$ cat config.mk
export PLATFORM = sky130hd
export DESIGN_NAME = rgb565_crop_downscale_luma
export DESIGN_NICKNAME = d
export VERILOG_FILES = /design/src/rtl/rcdl_pkg.sv /design/src/rtl/rcdl_front.sv /design/src/rtl/rcdl_queue.sv /design/src/rtl/rcdl_back.sv /design/src/rtl/rgb565_crop_downscale_luma.sv
export VERILOG_INCLUDE_DIRS = /design/src /design/src/rtl
export SDC_FILE = /design/constraint.sdc
export NUM_CORES = 2
export LEC_CHECK = 0
export BUFFER_PORTS_ARGS = -buffer_cell sky130_fd_sc_hd__buf_2
export CORE_MARGIN = 8
export CORE_UTILIZATION = 40
export DETAILED_ROUTE_END_ITERATION = 10
export PLACE_DENSITY_LB_ADDON = 0.05
export SLEW_MARGIN = 20
export SYNTH_ARGS = -nofsm -noshare
export SYNTH_HDL_FRONTEND = slang
export SYNTH_HIERARCHICAL = 1
export SYNTH_SLANG_ARGS = --single-unit
$ cat constraint.sdc
create_clock -name clk -period 15.75 [get_ports clk]
set_clock_uncertainty 0.1 [all_clocks]
set_input_delay 1.575 -clock clk [delete_from_list [all_inputs] [get_ports clk]]
set_output_delay 1.575 -clock clk [all_outputs]
set_load 0.02 [all_outputs]
$ cat src/rtl/rgb565_crop_downscale_luma_macros.svh
// Assertion macros shared by the RGB565 crop, downscale and luma block.
`ifndef RGB565_CROP_DOWNSCALE_LUMA_MACROS_SVH
`define RGB565_CROP_DOWNSCALE_LUMA_MACROS_SVH
`ifndef ASSERT_OFF
// The condition must never hold at a clock edge outside reset.
`define ASSERT_NEVER(label, clk, rst_n, expr) \
label: assert property (@(posedge clk) disable iff (!rst_n) !(expr)) \
	else $error("%m: forbidden condition seen");
// Whenever the antecedent holds, the consequent must hold in the same cycle.
`define ASSERT_IMPLIES(label, clk, rst_n, ante, cons) \
label: assert property (@(posedge clk) disable iff (!rst_n) (ante) |-> (cons)) \
	else $error("%m: implication failed");
`else
`define ASSERT_NEVER(label, clk, rst_n, expr)
`define ASSERT_IMPLIES(label, clk, rst_n, ante, cons)
`endif
`endif

$ cat src/rtl/rcdl_pkg.sv
// Types, constants and luma helper functions for the crop, downscale and luma block.
package rcdl_pkg;

	// Source frame geometry and line buffer size.
	localparam int SRC_WIDTH     = 320;
	localparam int SRC_HEIGHT    = 240;
	localparam int MAX_OUT_WIDTH = 128;

	// Configuration register widths and indexes.
	localparam int OW_W       = 8;
	localparam int OH_W       = 7;
	localparam int CFG_IDX_W  = 1;
	localparam int CFG_DATA_W = 8;
	localparam logic [CFG_IDX_W-1:0] CFG_OUT_WIDTH  = 1'b0;
	localparam logic [CFG_IDX_W-1:0] CFG_OUT_HEIGHT = 1'b1;

	// Effective size limits of the output image.
	localparam int W_LIM = (MAX_OUT_WIDTH < SRC_WIDTH / 2) ? MAX_OUT_WIDTH : SRC_WIDTH / 2;
	localparam int H_LIM = SRC_HEIGHT / 2;

	// Counter and crop coordinate widths.
	localparam int COL_W = $clog2(SRC_WIDTH);
	localparam int ROW_W = $clog2(SRC_HEIGHT);
	localparam int CX_W  = $clog2(2 * W_LIM);
	localparam int CY_W  = $clog2(2 * H_LIM);
	localparam int IDX_W = (MAX_OUT_WIDTH > 1) ? $clog2(MAX_OUT_WIDTH) : 1;

	// Luma and pair sum widths.
	localparam int LUMA_W = 8;
	localparam int PAIR_W = 9;
	localparam int SUM_W  = 10;

	// Reciprocal constants for the truncating divisions by 31, 63 and 1000.
	localparam int RECIP31   = 8457;
	localparam int SH31      = 18;
	localparam int RECIP63   = 16645;
	localparam int SH63      = 20;
	localparam int RECIP1000 = 268436;
	localparam int SH1000    = 28;

	// Widths of the weighted channel terms.
	localparam int RT_W  = 17;
	localparam int GT_W  = 18;
	localparam int BT_W  = 15;
	localparam int WSUM_W = 18;

	// Queue between front and back.
	localparam int QDEPTH = 4;
	localparam int QPTR_W = $clog2(QDEPTH);
	localparam int QCNT_W = $clog2(QDEPTH + 1);

	// Port payloads.
	typedef struct packed {
		logic [15:0] pixel;
		logic        frame_start;
	} pix_in_t;

	typedef struct packed {
		logic signed [7:0] grey_value;
		logic              last_of_frame;
	} grey_out_t;

	// Configuration as seen by the front.
	typedef struct packed {
		logic [OW_W-1:0] out_width;
		logic [OH_W-1:0] out_height;
	} cfg_t;

	// What the back does with a kept pixel.
	typedef enum logic [1:0] {
		KIND_LEFT,
		KIND_STORE,
		KIND_EMIT
	} pix_kind_t;

	typedef struct packed {
		pix_kind_t        kind;
		logic [IDX_W-1:0] idx;
		logic             last;
	} pix_meta_t;

	typedef struct packed {
		logic [LUMA_W-1:0] luma;
		pix_meta_t         meta;
	} qitem_t;

	typedef struct packed {
		logic              full;
		logic              empty;
		logic [QCNT_W-1:0] count;
	} q_status_t;

	// Expands a 5-bit channel to 8 bits as c*255/31.
	function automatic logic [7:0] expand5(logic [4:0] c);
		logic [12:0] x;
		logic [26:0] p;
		x = 13'(c) * 13'd255;
		p = 27'(x) * 27'(RECIP31);
		return 8'(p >> SH31);
	endfunction

	// Expands a 6-bit channel to 8 bits as c*255/63.
	function automatic logic [7:0] expand6(logic [5:0] c);
		logic [13:0] x;
		logic [28:0] p;
		x = 14'(c) * 14'd255;
		p = 29'(x) * 29'(RECIP63);
		return 8'(p >> SH63);
	endfunction

	// Weighted channel terms of the luma sum.
	function automatic logic [RT_W-1:0] red_term(logic [4:0] r);
		return RT_W'(expand5(r)) * RT_W'(299);
	endfunction

	function automatic logic [GT_W-1:0] green_term(logic [5:0] g);
		return GT_W'(expand6(g)) * GT_W'(587);
	endfunction

	function automatic logic [BT_W-1:0] blue_term(logic [4:0] b);
		return BT_W'(expand5(b)) * BT_W'(114);
	endfunction

endpackage

$ cat src/rtl/rcdl_front.sv
// Front part: raster counters, crop classification and the two-stage luma pipeline.
module rcdl_front import rcdl_pkg::*; (
	input  logic    clk,
	input  logic    arst_n,
	input  cfg_t    cfg,
	input  logic    in_valid,
	output logic    in_stall,
	input  pix_in_t in_data,
	input  logic    q_full,
	output logic    push,
	output qitem_t  push_item
);

	logic [COL_W-1:0] col_q;
	logic [ROW_W-1:0] row_q;

	logic              v_s1;
	logic [RT_W-1:0]   rterm_s1;
	logic [GT_W-1:0]   gterm_s1;
	logic [BT_W-1:0]   bterm_s1;
	pix_meta_t         meta_s1;

	logic              v_s2;
	logic [LUMA_W-1:0] luma_s2;
	pix_meta_t         meta_s2;

	logic              adv;
	logic              accept;
	logic [OW_W-1:0]   w_eff;
	logic [OH_W-1:0]   h_eff;
	logic [COL_W-1:0]  col_cur;
	logic [ROW_W-1:0]  row_cur;
	logic [COL_W:0]    x_lo;
	logic [COL_W:0]    x_hi;
	logic [ROW_W:0]    y_lo;
	logic [ROW_W:0]    y_hi;
	logic              in_crop;
	logic [CX_W-1:0]   cx;
	logic [CY_W-1:0]   cy;
	pix_meta_t         meta_nxt;
	logic [WSUM_W-1:0] wsum;
	logic [WSUM_W+18:0] wprod;

	// The pipeline moves unless its last stage holds a beat the queue cannot take.
	assign adv      = !v_s2 || !q_full;
	assign accept   = in_valid && adv;
	assign in_stall = !adv;
	assign push     = v_s2 && !q_full;
	assign push_item = '{luma: luma_s2, meta: meta_s2};

	// Effective output size, crop window and position of the current pixel.
	always_comb begin
		w_eff = cfg.out_width;
		if (cfg.out_width == '0) begin
			w_eff = OW_W'(1);
		end else if (cfg.out_width > OW_W'(W_LIM)) begin
			w_eff = OW_W'(W_LIM);
		end
		h_eff = cfg.out_height;
		if (cfg.out_height == '0) begin
			h_eff = OH_W'(1);
		end else if (cfg.out_height > OH_W'(H_LIM)) begin
			h_eff = OH_W'(H_LIM);
		end

		col_cur = in_data.frame_start ? '0 : col_q;
		row_cur = in_data.frame_start ? '0 : row_q;

		x_lo = (COL_W + 1)'(SRC_WIDTH / 2) - (COL_W + 1)'(w_eff);
		x_hi = x_lo + (COL_W + 1)'({w_eff, 1'b0});
		y_lo = (ROW_W + 1)'(SRC_HEIGHT / 2) - (ROW_W + 1)'(h_eff);
		y_hi = y_lo + (ROW_W + 1)'({h_eff, 1'b0});

		in_crop = ((COL_W + 1)'(col_cur) >= x_lo) && ((COL_W + 1)'(col_cur) < x_hi) &&
			((ROW_W + 1)'(row_cur) >= y_lo) && ((ROW_W + 1)'(row_cur) < y_hi);

		cx = CX_W'((COL_W + 1)'(col_cur) - x_lo);
		cy = CY_W'((ROW_W + 1)'(row_cur) - y_lo);

		// Even columns set the left luma, odd columns store or emit by row parity.
		if (!cx[0]) begin
			meta_nxt.kind = KIND_LEFT;
		end else if (!cy[0]) begin
			meta_nxt.kind = KIND_STORE;
		end else begin
			meta_nxt.kind = KIND_EMIT;
		end
		meta_nxt.idx  = IDX_W'(cx >> 1);
		meta_nxt.last = (cy == CY_W'({h_eff, 1'b0} - (OH_W + 1)'(1))) &&
			(cx == CX_W'({w_eff, 1'b0} - (OW_W + 1)'(1)));

		// Weighted sum divided by 1000 through its reciprocal.
		wsum  = WSUM_W'(rterm_s1) + WSUM_W'(gterm_s1) + WSUM_W'(bterm_s1);
		wprod = (WSUM_W + 19)'(wsum) * (WSUM_W + 19)'(RECIP1000);
	end

	// Raster counters and stage valids.
	always_ff @(posedge clk or negedge arst_n) begin
		if (!arst_n) begin
			col_q <= '0;
			row_q <= '0;
			v_s1  <= 1'b0;
			v_s2  <= 1'b0;
		end else begin
			if (accept) begin
				if (col_cur == COL_W'(SRC_WIDTH - 1)) begin
					col_q <= '0;
					if (row_cur == ROW_W'(SRC_HEIGHT - 1)) begin
						row_q <= '0;
					end else begin
						row_q <= row_cur + ROW_W'(1);
					end
				end else begin
					col_q <= col_cur + COL_W'(1);
					row_q <= row_cur;
				end
			end
			if (adv) begin
				v_s1 <= accept && in_crop;
				v_s2 <= v_s1;
			end
		end
	end

	// Stage payloads: channel terms first, then the luma.
	always_ff @(posedge clk) begin
		if (adv) begin
			rterm_s1 <= red_term(in_data.pixel[15:11]);
			gterm_s1 <= green_term(in_data.pixel[10:5]);
			bterm_s1 <= blue_term(in_data.pixel[4:0]);
			meta_s1  <= meta_nxt;
			luma_s2  <= LUMA_W'(wprod >> SH1000);
			meta_s2  <= meta_s1;
		end
	end

endmodule

$ cat src/rtl/rcdl_queue.sv
// Short FIFO of classified lumas between the front and the back.
module rcdl_queue import rcdl_pkg::*; (
	input  logic      clk,
	input  logic      arst_n,
	input  logic      push,
	input  qitem_t    push_item,
	input  logic      pop,
	output qitem_t    head_item,
	output q_status_t stat
);

	qitem_t            slot_q [QDEPTH];
	logic [QPTR_W-1:0] wr_ptr_q;
	logic [QPTR_W-1:0] rd_ptr_q;
	logic [QCNT_W-1:0] count_q;

	assign head_item  = slot_q[rd_ptr_q];
	assign stat.count = count_q;
	assign stat.full  = (count_q == QCNT_W'(QDEPTH));
	assign stat.empty = (count_q == '0);

	// Pointers and fill count.
	always_ff @(posedge clk or negedge arst_n) begin
		if (!arst_n) begin
			wr_ptr_q <= '0;
			rd_ptr_q <= '0;
			count_q  <= '0;
		end else begin
			if (push) begin
				wr_ptr_q <= (wr_ptr_q == QPTR_W'(QDEPTH - 1)) ? '0 : wr_ptr_q + QPTR_W'(1);
			end
			if (pop) begin
				rd_ptr_q <= (rd_ptr_q == QPTR_W'(QDEPTH - 1)) ? '0 : rd_ptr_q + QPTR_W'(1);
			end
			if (push && !pop) begin
				count_q <= count_q + QCNT_W'(1);
			end else if (pop && !push) begin
				count_q <= count_q - QCNT_W'(1);
			end
		end
	end

	// Entry storage.
	always_ff @(posedge clk) begin
		if (push) begin
			slot_q[wr_ptr_q] <= push_item;
		end
	end

endmodule

$ cat src/rtl/rcdl_back.sv
// Back part: pairs lumas, keeps the line buffer of pair sums and forms output beats.
module rcdl_back import rcdl_pkg::*; (
	input  logic      clk,
	input  logic      arst_n,
	input  qitem_t    head_item,
	input  logic      q_empty,
	output logic      pop,
	output logic      out_valid,
	input  logic      out_stall,
	output grey_out_t out_data
);

	logic [PAIR_W-1:0] lbuf [MAX_OUT_WIDTH];

	logic [LUMA_W-1:0] left_q;
	logic              v_s1;
	logic [PAIR_W-1:0] pair_s1;
	logic [PAIR_W-1:0] above_s1;
	logic              last_s1;
	logic              out_valid_q;
	grey_out_t         out_q;

	logic              adv;
	logic [PAIR_W-1:0] pair;
	logic [SUM_W-1:0]  sum;

	assign adv       = !out_valid_q || !out_stall;
	assign pop       = adv && !q_empty;
	assign out_valid = out_valid_q;
	assign out_data  = out_q;

	assign pair = PAIR_W'(left_q) + PAIR_W'(head_item.luma);
	assign sum  = SUM_W'(above_s1) + SUM_W'(pair_s1);

	// Control: left luma, stage valid and output valid.
	always_ff @(posedge clk or negedge arst_n) begin
		if (!arst_n) begin
			left_q      <= '0;
			v_s1        <= 1'b0;
			out_valid_q <= 1'b0;
		end else if (adv) begin
			v_s1        <= 1'b0;
			out_valid_q <= v_s1;
			if (pop) begin
				unique case (head_item.meta.kind)
					KIND_LEFT: begin
						left_q <= head_item.luma;
					end
					KIND_STORE: begin
					end
					KIND_EMIT: begin
						v_s1 <= 1'b1;
					end
					default: begin
					end
				endcase
			end
		end
	end

	// Line buffer port: one write or one registered read per beat.
	always_ff @(posedge clk) begin
		if (pop && head_item.meta.kind == KIND_STORE) begin
			lbuf[head_item.meta.idx] <= pair;
		end
		if (pop && head_item.meta.kind == KIND_EMIT) begin
			above_s1 <= lbuf[head_item.meta.idx];
			pair_s1  <= pair;
			last_s1  <= head_item.meta.last;
		end
	end

	// Output register: average of the block with the offset applied.
	always_ff @(posedge clk) begin
		if (adv && v_s1) begin
			out_q.grey_value    <= $signed(LUMA_W'(sum >> 2) ^ 8'h80);
			out_q.last_of_frame <= last_s1;
		end
	end

endmodule

$ cat src/rtl/rgb565_crop_downscale_luma.sv
// A block's result passes the front stages, the queue, the buffer read and output register.
// Throughput: one pixel beat per clock unless the queue is full (single line-buffer port).
// A four-entry queue lets input beats keep coming while grey is stalled, until it fills.
// Reset clears the counters, left luma, valids and queue; out_width and out_height go to 96.
// The pair-sum line buffer is not cleared and holds no value until its entries are written.
`include "rgb565_crop_downscale_luma_macros.svh"
module rgb565_crop_downscale_luma import rcdl_pkg::*; (
	input  logic                  clk,
	input  logic                  arst_n,
	input  logic                  pix_valid,
	output logic                  pix_stall,
	input  pix_in_t               pix,
	output logic                  grey_valid,
	input  logic                  grey_stall,
	output grey_out_t             grey,
	input  logic                  cfg_we,
	input  logic [CFG_IDX_W-1:0]  cfg_index,
	input  logic [CFG_DATA_W-1:0] cfg_data
);

	cfg_t      cfg_q;
	logic      q_push;
	qitem_t    q_push_item;
	logic      q_pop;
	qitem_t    q_head;
	q_status_t q_stat;

	// Configuration registers.
	always_ff @(posedge clk or negedge arst_n) begin
		if (!arst_n) begin
			cfg_q.out_width  <= OW_W'(96);
			cfg_q.out_height <= OH_W'(96);
		end else if (cfg_we) begin
			case (cfg_index)
				CFG_OUT_WIDTH:  cfg_q.out_width  <= OW_W'(cfg_data);
				CFG_OUT_HEIGHT: cfg_q.out_height <= OH_W'(cfg_data);
				default: begin
				end
			endcase
		end
	end

	rcdl_front u_front (
		.clk       (clk),
		.arst_n    (arst_n),
		.cfg       (cfg_q),
		.in_valid  (pix_valid),
		.in_stall  (pix_stall),
		.in_data   (pix),
		.q_full    (q_stat.full),
		.push      (q_push),
		.push_item (q_push_item)
	);

	rcdl_queue u_queue (
		.clk       (clk),
		.arst_n    (arst_n),
		.push      (q_push),
		.push_item (q_push_item),
		.pop       (q_pop),
		.head_item (q_head),
		.stat      (q_stat)
	);

	rcdl_back u_back (
		.clk       (clk),
		.arst_n    (arst_n),
		.head_item (q_head),
		.q_empty   (q_stat.empty),
		.pop       (q_pop),
		.out_valid (grey_valid),
		.out_stall (grey_stall),
		.out_data  (grey)
	);

	// The queue never overfills, the front never pushes into a full queue,
	// and the input stalls only because the queue is full.
	`ASSERT_NEVER(a_queue_bound, clk, arst_n, q_stat.count > QCNT_W'(QDEPTH))
	`ASSERT_NEVER(a_push_full, clk, arst_n, q_push && q_stat.full)
	`ASSERT_IMPLIES(a_stall_cause, clk, arst_n, pix_stall, q_stat.full)

endmodule

## Word-level counts from Yosys, hierarchy flattened

Memories as Yosys holds them, arrays and structs flattened. A register that Yosys moved wholly into a read port is not among the register bits.
Index checks and enable logic that the tools add are counted.

| storage, ports and cells | value |
|---|---|
| logic and storage cells | 124 |
| bits in writable memories | 1224 |
| bits of input ports | 31 |
| output and inout port bits | 11 |
| register bits after elaboration | 147 |
| memories | 2 |

Memories:

| name | depth | width | rd ports | clocked after memory_dff | write ports | line | text |
|---|---|---|---|---|---|---|---|
| u_back.lbuf | 128 | 9 | 1 | 1 | 1 | rcdl_back.sv:13 | `logic [PAIR_W-1:0] lbuf [MAX_OUT_WIDTH];` |
| u_queue.slot_q | 4 | 18 | 1 | 0 | 1 | rcdl_queue.sv:12 | `qitem_t slot_q [QDEPTH];` |

| cells by class | value |
|---|---|
| magnitude comparators | 6 |
| equality and inequality tests | 9 |
| bitwise gates (word level) | 2 |
| $add $sub $neg | 18 |
| multiply operators | 10 |
| reduce and logical (&&, ||, !) cells | 31 |
| mux-type cells | 20 |

Operator list:

| cell | number |
|---|---|
| 13-bit by 14-bit multiplier with 26-bit output, second input constant | 2 |
| 8-bit two-way mux | 5 |
| 18-bit by 17-bit multiplier with 34-bit output, second input constant | 1 |
| 14-bit by 15-bit multiplier with 28-bit output, second input constant | 1 |
| 5-bit by 8-bit multiplier with 13-bit output, second input constant | 2 |
| 17-bit by 18-bit adder with 18-bit output | 1 |
| 18-bit by 15-bit adder with 18-bit output | 1 |
| 8-bit by 10-bit multiplier with 18-bit output, second input constant | 1 |
| 9-bit two-way mux | 2 |
| 8-bit by 9-bit multiplier with 17-bit output, second input constant | 1 |
| 8-bit equality test | 2 |
| 8-bit by 1-bit subtractor with 8-bit output, second input constant | 2 |
| 8-bit subtractor | 2 |
| 6-bit by 8-bit multiplier with 14-bit output, second input constant | 1 |
| 8-bit by 6-bit multiplier with 14-bit output, second input constant | 1 |
| 7-bit two-way mux | 2 |
| 1-bit logical AND | 13 |
| 10-bit by 9-bit adder with 10-bit output | 1 |
| 9-bit by 9-bit adder with 10-bit output | 1 |
| 9-bit by 10-bit greater-or-equal comparator with 1-bit output | 1 |
| 9-bit by 10-bit < comparator with 1-bit output | 1 |
| 8-bit by 8-bit adder with 9-bit output | 1 |
| 9-bit by 1-bit adder with 9-bit output, second input constant | 1 |
| 9-bit by 8-bit adder with 9-bit output | 1 |
| other kinds (28) | 49 |

## Depth between registers and ports, before layout

| depth | value |
|---|---|
| depth in word-level cells | 10 |
| gate-level depth with buffers | 48 |
| gate-level depth less buffers | 47 |

## Cells and area by module

Netlist, hierarchy kept.

By module, submodules not included:

| module | area an instance (µm²) | times used | cells each | seq. area each (µm²) |
|---|---|---|---|---|
| rcdl_back | 46180.5 | 1 | 2241 | 35684.2 |
| rcdl_front | 19975.4 | 1 | 2037 | 2787.7 |
| rcdl_queue | 3014.1 | 1 | 131 | 2337.2 |
| rgb565_crop_downscale_luma | 610.6 | 1 | 33 | 380.4 |

## Least setup slack after synthesis

OpenSTA, ideal clock, no wires.

| timing | value |
|---|---|
| path kind | input-to-reg |
| start | input pix[6] (netlist name) |
| end | register u_front.gterm_s1[16] (data pin) |
| arrival time | 11734 ps |
| required time | 15388 ps |
| path buffers | 1 |
| library setup time | 262 ps |
| cell stages on the path | 47 |
| path slack | 3653 ps |
| path through | inv_1 fa_1 inv_1 fa_1 inv_1 fa_1 inv_1 ha_1 a21o_1 a21oi_1 o21bai_1 a21oi_1 o21ai_1 or4_1 and3_1 clkbuf_1 and2_1 ha_1 [... 11 more ...] a31oi_1 a41oi_1 o21ai_1 nand2_1 xnor2_1 ha_1 inv_1 fa_1 inv_1 fa_1 fa_1 ha_1 a21o_1 a31o_2 a311o_1 a31oi_1 o21bai_1 xor2_1 |

| on the way | value |
|---|---|
| cells in the longest elaborated chain, start to end | 3 |

RTL lines:

| item | line | text |
|---|---|---|
| start: declaration | rgb565_crop_downscale_luma.sv:12 | `input pix_in_t pix,` |
| 6-bit by 8-bit multiplier with 14-bit output | rcdl_pkg.sv:106 | `x = 14'(c) * 14'd255;` |
| 14-bit by 15-bit multiplier with 28-bit output | rcdl_pkg.sv:107 | `p = 29'(x) * 29'(RECIP63);` |
| 8-bit by 10-bit multiplier with 18-bit output | rcdl_pkg.sv:117 | `return GT_W'(expand6(g)) * GT_W'(587);` |
| end signal: assignment | rcdl_front.sv:129 | `gterm_s1 <= green_term(in_data.pixel[10:5]);` |
| end: declaration | rcdl_front.sv:19 | `logic [GT_W-1:0] gterm_s1;` |

No other way between the ends.
A chain may end at the register's enable or synchronous reset.

## Final worst setup path

Same ends and word-level chain as after synthesis.

==> results.toml <==
[outcome]
status = "completed"

[worst_setup_path]
crit_path_start_kind = "input port"
critPathTopFamily = "adder cells"
cp_common_cell = "ha_1"
critPathMaxStageDelay_ps = 530
cp_max_fo = 6
end_kind = "register"
crit_end = "u_front/gterm_s1[16]"
rr_startpoint = "u_front/rterm_s1[2]"
r2r-end = "u_front/luma_s2[7]"
worstSetupPathType = "input port to register"
r2r_slack_ps = 8030
startpoint = "pix[6]"
cp.arrival_ps = 12630
crit_cells = 47
worst_ep_required_time_ps = 16130
cp.buffers_inverters = 8
crit_slowest_cell = "fa_1"
r2r_cells = 24

[die]
die_y_um = 434
rows = 153
die_w_um = 434
fp.coreArea_mm2 = 0.174
start_util_pct = 40.2
die_area_mm2 = 0.188
ios = 42

[cts]
post_cts_resize_count = 0
cts.path.max_buffers = 3
clkTransAtPathRegs_ps = 60
h-tree-depth = 4
clkLatencyLatePin_ps = 760
cts_sinks = 1380
cts_root_buf = "clkbuf_16"
hold_buffers = 0
cts_buffers = 152
cts_tree = "yes"
cts_setup_buffers = 0

[yosys]
syn_area_per_cell_um2 = 15.7
synth_cell_types = 93
ys_warn_count = 6
syn-instance-count = 4442
netlist_area_mm2 = 0.0698
ys_seq_elements = 1380
synthFlopType = "edfxtp_1"
async_flop_share_pct = 3.70
synth_edf_count = 1329
ys_seq_area_share_pct = 59.0

[cells_and_area]
drive_gt1_share_pct = 13.7
syn_to_final_growth_pct = 11.2
layout.nets = 5336

[sta]
fin_setup_tns_ps = 0
max_slew.worst_pin.slew_ps = 1160
slew_headroom_pct = 20.9
hold_viol = 0
post-route-min-period_ps = 12250
rsz0062_at_grt = "no"
clock.fmax_mhz = 81.6
finalMaxSlewViolations = 0
setup_viol = 0
finalCritPeriodShare_pct = 77.8

[grt]
overflow = 0
track_usage_pct = 17.2
antenna_found_initial = 3
grt_max_degree = 129
grt_pass1_vias = 38600
grt_pass1_wl_um = 246000

[placement]
hpwlAfterDp_um = 106000
routabilityCongestion = 0.750
io_buffers = 41

[detailed_routing]
firstDrtPassIters = 5
post-route-drc-count = 0
vias = 37000
drtIter0Drc = 2489
routedWlPerCell_um = 23.2
vias_per_cell = 5.30
ant_nets = 0
drt_wl_total_um = 162000

[hold_path]
hold_path_class = "register to register"

[job]
cap_violations = 0
## routing by layer
metal  track usage, %  up-vias  wire length, um
met5                0        -                0
met4             4.35        0             3760
met3             2.54      191             5800
met2             28.6      567            78100
met1             23.8    18900            74300
li1                 -    17300                -
## layout by cell type, fill, tap and decap left out, types with 41 or more instances in the layout
master	synthesis	final
xor2_1	52	50
ha_1	606	605
mux4_2	234	232
a21oi_1	155	155
dfrtp_1	47	47
edfxtp_1	1329	1329
inv_1	324	324
buf_4	9	58
o21ai_0	78	77
xnor2_1	104	100
nand2_1	108	107
nor2_1	216	214
a22oi_1	83	83
clkbuf_16	0	152
nor3_1	51	51
a211oi_1	41	41
mux2i_1	114	114
buf_2	68	41
fa_1	157	156
nor2b_1	75	71
## through the flow
step	setup slack, ps	cell area, um2	std cells	hold slack, ps	util (%)
after floorplan	3650	69800	4444	300	-
after global placement	2630	72700	6713	302	41.9
after detailed placement	2650	72700	6713	305	41.9
after CTS	3440	77600	6985	319	44.7
after global routing	2770	77600	6986	326	44.7
final	3500	77600	6986	319	44.7
## Yosys cell counts, drive strengths merged (61+ instances only)
master | n | share of area (%)
o21ai | 90 | 0.65
fa | 157 | 4.5
nor2b | 76 | 0.69
inv | 325 | 1.7
a21oi | 156 | 1.1
mux2i | 114 | 1.6
nand2 | 109 | 0.59
edfxtp | 1329 | 57
a22oi | 83 | 0.89
buf | 96 | 0.82
ha | 606 | 11
mux4 | 234 | 7.6
xnor2 | 105 | 1.3
clkbuf | 61 | 0.33
nor2 | 217 | 1.2
## layout make-up
type                            instances  area [um2]
Antenna cell                            1        2.50
Clock buffer                          192        3950
Clock inverter                         80         906
Fill cell                           15400       96000
Inverter                              325        1220
Multi-Input combinational cell       2582       26700
Sequential cell                      1380       41200
Tap cell                             2325        2910
Timing Repair Buffer                  101         681
## state kept, by name, indices dropped and copies added (netlist names), 10 cells and up
register / flops
u_front/gterm_s1: 18
u_front/meta_s1: 10
u_front/rterm_s1: 17
cfg_q: 15
u_front/bterm_s1: 14
u_back/lbuf: 1152
u_queue/slot_q: 72
u_front/push_item: 10
## worst min path at each step
stage / from / endpoint / slack, ps / cells past startpoint
detailed placement: u_front/meta_s1[8] / u_front/push_item[8] / 300 / 0
global placement: u_front/meta_s1[3] / u_front/push_item[3] / 300 / 0
global route: u_front/meta_s1[8] / u_front/push_item[8] / 330 / 0
CTS: u_front/meta_s1[8] / u_front/push_item[8] / 320 / 0
finish: u_front/meta_s1[8] / u_front/push_item[8] / 320 / 0
floorplan: u_back/last_s1 / u_back/out_data[0] / 300 / 0
## kinds of logic after synthesis
logic type,count (synthesis),share of synthesized area [%]
multiplexers,386,9.84
flip-flops,1380,59.0
AO/OA/AOI/OAI,642,6.35
XOR/XNOR,159,2.05
other,2,0.0108
adder cells (fa/ha/maj),763,15.4
AND/OR/NAND/NOR,628,4.46
buffers and inverters,482,2.89
Power is left out: the tool's default activity adds up to more than one toggle a clock period on the data nets, which glitch-free logic cannot reach.
